`src/sv/cfdm_pkg.sv`:
```
// Shared constants and types for the capture frequency and duty meter.
package cfdm_pkg;

  // Field and register widths
  localparam int CAPTURE_WIDTH   = 16;
  localparam int VALUE_WIDTH     = 16;
  localparam int CLOCK_HZ_WIDTH  = 27;
  localparam int PRESCALER_WIDTH = 11;
  localparam int CFG_INDEX_WIDTH = 2;

  // Default timer width
  localparam int TIME_WIDTH_DEFAULT = 16;

  // Percent scale and the bits it needs as a multiplier operand
  localparam int PERCENT       = 100;
  localparam int PERCENT_WIDTH = 7;

  // Result saturation limit
  localparam logic [VALUE_WIDTH-1:0] VALUE_MAX = 16'hFFFF;

  // Register reset values
  localparam logic                       MODE_RESET      = 1'b0;
  localparam logic [CLOCK_HZ_WIDTH-1:0]  CLOCK_HZ_RESET  = 27'd8000000;
  localparam logic [PRESCALER_WIDTH-1:0] PRESCALER_RESET = 11'd1;

  // Configuration register indexes
  typedef enum logic [CFG_INDEX_WIDTH-1:0] {
    CFG_MEASURE_MODE = 2'd0,
    CFG_CLOCK_HZ     = 2'd1,
    CFG_PRESCALER    = 2'd2
  } cfg_index_t;

  // Measurement modes
  localparam logic MODE_FREQUENCY = 1'b0;
  localparam logic MODE_DUTY      = 1'b1;

  // Capture actions
  localparam logic ACTION_START   = 1'b0;
  localparam logic ACTION_CAPTURE = 1'b1;

endpackage

```
`src/sv/capture_frequency_duty_meter.sv`:
```
// Top level of the capture frequency and duty meter.
// Timer capture transactions drive a small edge sequencer. A start transaction or an edge
// that does not close a measurement is accepted while the sequencer is idle and gives no
// result. An edge that closes a measurement with bad timestamps goes straight to S_LOAD
// and gives a failed result. A valid closing edge runs a multiply step and then a restoring
// divider that yields one quotient bit per cycle; item_stall stays high while it runs and
// until S_LOAD has handed the result on to a free output slot. Frequency
// mode gives clock_hz / (period * prescaler) saturated at 65535, with a prescaler of zero
// taken as one; duty mode gives on_time * 100 / period. Only the low TIME_WIDTH bits of
// capture_time are used. After each result the sequence waits for a new first rising edge.
module capture_frequency_duty_meter #(
  parameter int TIME_WIDTH = cfdm_pkg::TIME_WIDTH_DEFAULT
) (
  input  logic                                  clk,
  input  logic                                  rst,
  input  logic                                  cfg_write,
  input  logic [cfdm_pkg::CFG_INDEX_WIDTH-1:0]  cfg_index,
  input  logic [cfdm_pkg::CLOCK_HZ_WIDTH-1:0]   cfg_data,
  input  logic                                  item_valid,
  output logic                                  item_stall,
  input  logic                                  action,
  input  logic                                  edge_rising,
  input  logic [cfdm_pkg::CAPTURE_WIDTH-1:0]    capture_time,
  output logic                                  result_valid,
  input  logic                                  result_stall,
  output logic [cfdm_pkg::VALUE_WIDTH-1:0]      measured_value,
  output logic                                  measure_failed
);

  localparam int CW   = cfdm_pkg::CAPTURE_WIDTH;
  localparam int PW   = cfdm_pkg::PRESCALER_WIDTH;
  localparam int KEEP = (TIME_WIDTH < CW) ? TIME_WIDTH : CW;
  localparam logic [CW-1:0] CAP_MASK = CW'((33'd1 << KEEP) - 33'd1);
  localparam int MW = TIME_WIDTH + PW;
  localparam int DW = (TIME_WIDTH + cfdm_pkg::PERCENT_WIDTH > cfdm_pkg::CLOCK_HZ_WIDTH) ?
                      TIME_WIDTH + cfdm_pkg::PERCENT_WIDTH : cfdm_pkg::CLOCK_HZ_WIDTH;

  typedef enum logic [1:0] {
    PH_FIRST_RISE  = 2'd0,
    PH_SECOND_EDGE = 2'd1,
    PH_CLOSE_RISE  = 2'd2
  } phase_t;

  typedef enum logic [4:0] {
    S_IDLE = 5'b00001,
    S_MUL  = 5'b00010,
    S_SEED = 5'b00100,
    S_DIV  = 5'b01000,
    S_LOAD = 5'b10000
  } state_t;

  // Configuration registers
  logic                                 measure_mode;
  logic [cfdm_pkg::CLOCK_HZ_WIDTH-1:0]  clock_hz;
  logic [PW-1:0]                        prescaler;

  // Sequence state
  state_t                  state;
  phase_t                  phase;
  logic [TIME_WIDTH-1:0]   first_rise_time;
  logic [TIME_WIDTH-1:0]   first_fall_time;

  // Operands and intermediate results
  logic                    op_duty;
  logic [TIME_WIDTH-1:0]   op_a;
  logic [PW-1:0]           op_b;
  logic [TIME_WIDTH-1:0]   op_period;
  logic [MW-1:0]           product;
  logic [cfdm_pkg::VALUE_WIDTH-1:0] pend_value;
  logic                    pend_failed;

  // Divider hookup
  logic                    div_start;
  logic                    div_done;
  logic [DW-1:0]           div_dividend;
  logic [MW-1:0]           div_divisor;
  logic [DW-1:0]           div_quotient;
  logic [cfdm_pkg::VALUE_WIDTH-1:0] sat_value;

  // Decode of the current transaction
  logic                    accept;
  logic [TIME_WIDTH-1:0]   t_now;
  logic                    fin_freq;
  logic                    fin_duty;
  logic                    take_rise;
  logic                    take_fall;
  logic                    freq_bad;
  logic                    duty_bad;
  logic [PW-1:0]           div_scale;
  logic                    slot_free;

  assign item_stall = (state != S_IDLE);
  assign accept     = item_valid && !item_stall;
  assign t_now      = TIME_WIDTH'(capture_time & CAP_MASK);
  assign freq_bad   = !(t_now > first_rise_time);
  assign duty_bad   = !((first_fall_time > first_rise_time) && (t_now > first_fall_time));
  assign div_scale  = (prescaler == '0) ? PW'(1) : prescaler;
  assign slot_free  = !result_valid || !result_stall;

  // Classify a capture edge against the phase and mode
  always_comb begin
    fin_freq  = 1'b0;
    fin_duty  = 1'b0;
    take_rise = 1'b0;
    take_fall = 1'b0;
    case (phase)
      PH_SECOND_EDGE, PH_CLOSE_RISE: begin
        if (measure_mode == cfdm_pkg::MODE_FREQUENCY) begin
          fin_freq = edge_rising;
        end else if (phase == PH_SECOND_EDGE) begin
          take_fall = !edge_rising;
        end else begin
          fin_duty = edge_rising;
        end
      end
      default: begin
        take_rise = edge_rising;
      end
    endcase
  end

  // Write configuration registers
  always_ff @(posedge clk) begin
    if (rst) begin
      measure_mode <= cfdm_pkg::MODE_RESET;
      clock_hz     <= cfdm_pkg::CLOCK_HZ_RESET;
      prescaler    <= cfdm_pkg::PRESCALER_RESET;
    end else if (cfg_write) begin
      case (cfg_index)
        cfdm_pkg::CFG_MEASURE_MODE: measure_mode <= cfg_data[0];
        cfdm_pkg::CFG_CLOCK_HZ:     clock_hz     <= cfg_data;
        cfdm_pkg::CFG_PRESCALER:    prescaler    <= cfg_data[PW-1:0];
        default: ;
      endcase
    end
  end

  // Advance the edge sequence on each accepted transaction
  always_ff @(posedge clk) begin
    if (rst) begin
      phase           <= PH_FIRST_RISE;
      first_rise_time <= '0;
      first_fall_time <= '0;
    end else if (accept) begin
      if (action == cfdm_pkg::ACTION_START) begin
        phase           <= PH_FIRST_RISE;
        first_rise_time <= '0;
        first_fall_time <= '0;
      end else if (fin_freq || fin_duty) begin
        phase <= PH_FIRST_RISE;
      end else if (take_fall) begin
        first_fall_time <= t_now;
        phase           <= PH_CLOSE_RISE;
      end else if (take_rise) begin
        first_rise_time <= t_now;
        phase           <= PH_SECOND_EDGE;
      end
    end
  end

  // Sequencer for the multiply and divide of a closing edge
  always_ff @(posedge clk) begin
    if (rst) begin
      state <= S_IDLE;
    end else begin
      case (state)
        S_IDLE: begin
          if (accept && action == cfdm_pkg::ACTION_CAPTURE) begin
            if ((fin_freq && freq_bad) || (fin_duty && duty_bad)) begin
              state <= S_LOAD;
            end else if (fin_freq || fin_duty) begin
              state <= S_MUL;
            end
          end
        end
        S_MUL:  state <= S_SEED;
        S_SEED: state <= S_DIV;
        S_DIV: begin
          if (div_done) begin
            state <= S_LOAD;
          end
        end
        S_LOAD: begin
          if (slot_free) begin
            state <= S_IDLE;
          end
        end
        default: state <= S_IDLE;
      endcase
    end
  end

  // Latch operands and hold intermediate results
  always_ff @(posedge clk) begin
    if (state == S_IDLE && accept) begin
      op_duty   <= fin_duty;
      op_period <= t_now - first_rise_time;
      if (fin_duty) begin
        op_a <= first_fall_time - first_rise_time;
        op_b <= PW'(cfdm_pkg::PERCENT);
      end else begin
        op_a <= t_now - first_rise_time;
        op_b <= div_scale;
      end
      pend_value  <= '0;
      pend_failed <= 1'b1;
    end
    if (state == S_MUL) begin
      product <= MW'(op_a) * MW'(op_b);
    end
    if (state == S_DIV && div_done) begin
      pend_value  <= sat_value;
      pend_failed <= 1'b0;
    end
  end

  // Pick dividend and divisor for the mode
  assign div_start    = (state == S_SEED);
  assign div_dividend = op_duty ? DW'(product) : DW'(clock_hz);
  assign div_divisor  = op_duty ? MW'(op_period) : product;
  assign sat_value    = (div_quotient > DW'(cfdm_pkg::VALUE_MAX)) ?
                        cfdm_pkg::VALUE_MAX : div_quotient[cfdm_pkg::VALUE_WIDTH-1:0];

  cfdm_divider #(
    .DIVIDEND_WIDTH (DW),
    .DIVISOR_WIDTH  (MW)
  ) u_divider (
    .clk      (clk),
    .rst      (rst),
    .start    (div_start),
    .dividend (div_dividend),
    .divisor  (div_divisor),
    .done     (div_done),
    .quotient (div_quotient)
  );

  // Output register: load when the slot is free, drop when taken
  always_ff @(posedge clk) begin
    if (rst) begin
      result_valid <= 1'b0;
    end else if (state == S_LOAD && slot_free) begin
      result_valid <= 1'b1;
    end else if (result_valid && !result_stall) begin
      result_valid <= 1'b0;
    end
  end

  always_ff @(posedge clk) begin
    if (state == S_LOAD && slot_free) begin
      measured_value <= pend_value;
      measure_failed <= pend_failed;
    end
  end

endmodule

```
`src/sv/cfdm_divider.sv`:
```
// Restoring unsigned divider, one quotient bit per cycle.
module cfdm_divider #(
  parameter int DIVIDEND_WIDTH = 27,
  parameter int DIVISOR_WIDTH  = 27
) (
  input  logic                      clk,
  input  logic                      rst,
  input  logic                      start,
  input  logic [DIVIDEND_WIDTH-1:0] dividend,
  input  logic [DIVISOR_WIDTH-1:0]  divisor,
  output logic                      done,
  output logic [DIVIDEND_WIDTH-1:0] quotient
);

  localparam int CNT_WIDTH = $clog2(DIVIDEND_WIDTH + 1);
  localparam logic [CNT_WIDTH-1:0] LAST_COUNT = CNT_WIDTH'(DIVIDEND_WIDTH);

  logic                     busy;
  logic [CNT_WIDTH-1:0]     count;
  logic [DIVISOR_WIDTH-1:0] rem;
  logic [DIVISOR_WIDTH-1:0] div_q;
  logic [DIVISOR_WIDTH:0]   trial;
  logic                     take;

  // Shift the next dividend bit into the partial remainder and compare
  assign trial = {rem, quotient[DIVIDEND_WIDTH-1]};
  assign take  = (trial >= {1'b0, div_q});
  assign done  = busy && (count == LAST_COUNT);

  // Sequence control
  always_ff @(posedge clk) begin
    if (rst) begin
      busy  <= 1'b0;
      count <= '0;
    end else if (start) begin
      busy  <= 1'b1;
      count <= '0;
    end else if (done) begin
      busy <= 1'b0;
    end else if (busy) begin
      count <= count + CNT_WIDTH'(1);
    end
  end

  // Datapath: load operands, then one subtract-and-shift step per cycle
  always_ff @(posedge clk) begin
    if (start) begin
      rem      <= '0;
      div_q    <= divisor;
      quotient <= dividend;
    end else if (busy && !done) begin
      if (take) begin
        rem <= DIVISOR_WIDTH'(trial - {1'b0, div_q});
      end else begin
        rem <= trial[DIVISOR_WIDTH-1:0];
      end
      quotient <= {quotient[DIVIDEND_WIDTH-2:0], take};
    end
  end

endmodule

```
`config.mk`:
```
export PLATFORM = sky130hd
export DESIGN_NAME = capture_frequency_duty_meter
export DESIGN_NICKNAME = d
export VERILOG_FILES = /design/src/sv/cfdm_pkg.sv /design/src/sv/capture_frequency_duty_meter.sv /design/src/sv/cfdm_divider.sv
export SDC_FILE = /design/constraint.sdc
export NUM_CORES = 1
export LEC_CHECK = 0
export BUFFER_PORTS_ARGS = -buffer_cell sky130_fd_sc_hd__buf_4
export CORE_ASPECT_RATIO = 0.75
export CORE_MARGIN = 2
export CORE_UTILIZATION = 60
export DETAILED_ROUTE_END_ITERATION = 6
export PLACE_DENSITY = 0.75
export SLEW_MARGIN = 15
export SYNTH_ARGS = -nofsm -noshare
export SYNTH_HDL_FRONTEND = slang
export SYNTH_HIERARCHICAL = 1
export SYNTH_SLANG_ARGS = --single-unit
```
`constraint.sdc`:
```
create_clock -name clk -period 6.7 [get_ports clk]
set_input_delay 1.005 -clock clk [delete_from_list [all_inputs] [get_ports clk]]
set_output_delay 1.005 -clock clk [all_outputs]
set_load 0.01 [all_outputs]
```
==> impl_metrics.json <==
{
  "wire_per_inst_um": 19.7,
  "p_leak_nw": 9.02,
  "synthTopCellsByCount": "nand2_1, inv_1, edfxtp_1",
  "final_cells": 2498,
  "place_inst": 2446,
  "clock_sinks": 271,
  "synth_area_per_cell_um2": 9.74,
  "final.min_clock_period_ns": 6.13,
  "arrival_ns": 6.44,
  "power_density_mw_per_mm2": 518,
  "root_buffer": "clkbuf_16",
  "synth_cell_types": 87,
  "firstDrtPassIters": 5,
  "ys_seq_area_share_pct": 35.9,
  "gp_congestion": 0.962,
  "drc_errors": 0,
  "die-area_mm2": 0.0340,
  "synth-edff-count": 158,
  "skew_ns": 0.0394,
  "portBuffers": 70,
  "post-cts-setup-buffer-count": 0,
  "die_w_um": 212,
  "totalNegativeSetupSlack_ns": 0,
  "path_max_fanout": 16,
  "min_path_type": "reg2reg",
  "n_antenna_cell": 0,
  "num_rows": 57,
  "yosys-top-cells-area": "edfxtp_1, fa_1, dfxtp_1",
  "slew_viol_final": 0,
  "fin_crit_sh_pct": 91.6,
  "finalHoldViolCount": 0,
  "clkTransAtPathRegs_ns": 0.07,
  "setup.worst_path.start_class": "flop",
  "track_usage_pct": 29.9,
  "htreeDepth": 1,
  "drive_gt1_share_pct": 11.6,
  "syn_nets": 2325,
  "area_growth_pct": 8.93,
  "overflow": 0,
  "critPathKind": "reg2reg",
  "core_area_mm2": 0.0322,
  "rsz0062_at_grt": "no",
  "clockBufferDepth": 3,
  "synth_top_area_share_pct": 24.3,
  "async_flop_share_pct": 0,
  "hpwlAfterDp_um": 37200,
  "ys_seq_elements": 271,
  "drtAntennaViolNets": 0,
  "relSlewSlack_pct": 31.0,
  "io_pins": 71,
  "viasPerCell": 5.81,
  "cts_buffers": 28,
  "yosys_warnings": 6,
  "first_global_vias": 14602,
  "cp-end-kind": "flop",
  "synth_top_area_cell": "edfxtp_1",
  "die_h_um": 160,
  "worstPathRequired_ns": 7.01,
  "num-nets-final": 2356,
  "drt_iter0_drc": 1288,
  "synth_ff_type": "edfxtp_1",
  "synth_cells": 2003,
  "grt_max_degree": 74,
  "insertion_delay_ns": 0.58,
  "postCtsHoldBufs": 0,
  "holdPathStages": 0,
  "yosysMostFrequentCell": "nand2_1",
  "antenna_found_initial": 0,
  "setup_viol": 0,
  "initial_core_util_pct": 60.5,
  "status": "complete, no violations",
  "vias": 14513,
  "max_slew.worst_pin.slew_ns": 1.04,
  "cts_tree": "done",
  "fill_cells": 2605,
  "wl_um": 49200,
  "grt_pass1_wl_um": 79100,
  "post_cts_resized": 0,
  "rr_worst_depth": 19,
  "syn-cell-area_mm2": 0.0195,
  "vdd_ir_drop_max_uv": 914,
  "maxCapViolations": 0,
  "max_clock_freq_ghz": 0.163
}
==> cell usage in the layout, fill, tap and decap left out, types with 17 or more instances in the layout <==
cell type	instances
xnor2_1	39
mux2_2	71
o21ai_0	54
clkbuf_16	28
nand3_1	57
nor3_1	26
dfxtp_1	113
inv_1	224
ha_1	142
nand2_1	268
a21o_1	30
a31oi_1	17
nor2_1	102
buf_4	84
edfxtp_1	158
a21oi_1	112
fa_1	128
xor2_1	31
nor2b_1	29
and2_1	98
==> area by class of cell <==
class,instances,area [um^2],share of cell area (%)
flip-flops and latches,271,7010,33.0
clock inverters,18,213,1.00
clock buffers,34,723,3.40
inverters,228,856,4.03
well taps,442,553,2.60
repair buffers,84,631,2.97
multi-input cells,1421,11300,53.0
==> logic make-up (layout without fill, tap and decap cells) <==
logic type	count (synthesis)	count (layout)	share of synthesized area, %
xor+xnor	70	70	3.14
compound gates	322	322	10.8
simple gates	673	673	16.7
flops	271	271	35.9
fa+ha+maj	270	270	22.2
buf+inv	311	364	6.35
mux	86	86	4.87
==> metal layers <==
metal	track usage (%)	vias up	part of all wire (%)
met1	43.9	7046	45
met4	7.50	0	2.5
met5	0	-	0
met2	45.6	531	44
li1	-	6866	-
met3	5.88	70	8.3
==> flip-flops by register name (all words and copies together) (netlist names) <==
signal and count:
pend_failed 1, state 5, u_divider/rem 27, first_fall_time 16
clock_hz 27, op_a 16, u_divider/quotient 27, op_period 16
first_rise_time 16, u_divider/busy 1, result_valid 1, op_b 11
phase 2, product 27, measured_value 16, pend_value 16
u_divider/div_q 27, op_duty 1, prescaler 11, u_divider/count 5
measure_mode 1, measure_failed 1
==> power breakdown <==
part | leakage, nW | switching (mW) | internal (mW)
logic | 6.16 | 4.29 | 2.69
registers | 2.40 | 0.180 | 2.25
clock network | 0.456 | 0.702 | 0.898
==> critical path, stage by stage, from the launching register on <==
cell      delay, ns
edfxtp_1       0.74
nand2_1        0.16
fa_1           0.54
inv_1          0.06
fa_1           0.47
fa_1           0.52
fa_1           0.55
inv_1          0.05
fa_1           0.53
inv_1          0.04
ha_1           0.35
a21o_1         0.18
a21o_1         0.19
a221o_1        0.40
nand2_1        0.08
o31ai_1        0.10
o41a_1         0.37
a21o_1         0.21
a21oi_1        0.23
xnor2_1        0.09
==> per-stage QoR <==
step                util [%]  instance area [um^2]  hold slack [ns]  worst slack, ns  power (mW)
global placement        63.0                 20300            0.408            0.755        9.24
floorplan                  -                 19500            0.400            0.984        7.28
finish                  65.9                 21300            0.420            0.565        11.0
global route            65.9                 21300            0.437            0.249        12.0
CTS                     65.9                 21300            0.423            0.603        11.0
detailed placement      63.0                 20300            0.408            0.637        9.30
==> path summary, 6_finish.rpt <==
kind	start	end	slack, ns
worst max-delay path	op_b[6]	product[25]	0.57
worst min-delay path	pend_value[9]	measured_value[9]	0.42
worst max register to register	op_b[6]	product[25]	0.57
worst min register to register	pend_value[9]	measured_value[9]	0.42
Note: power is estimated with default switching activity, not from simulation.
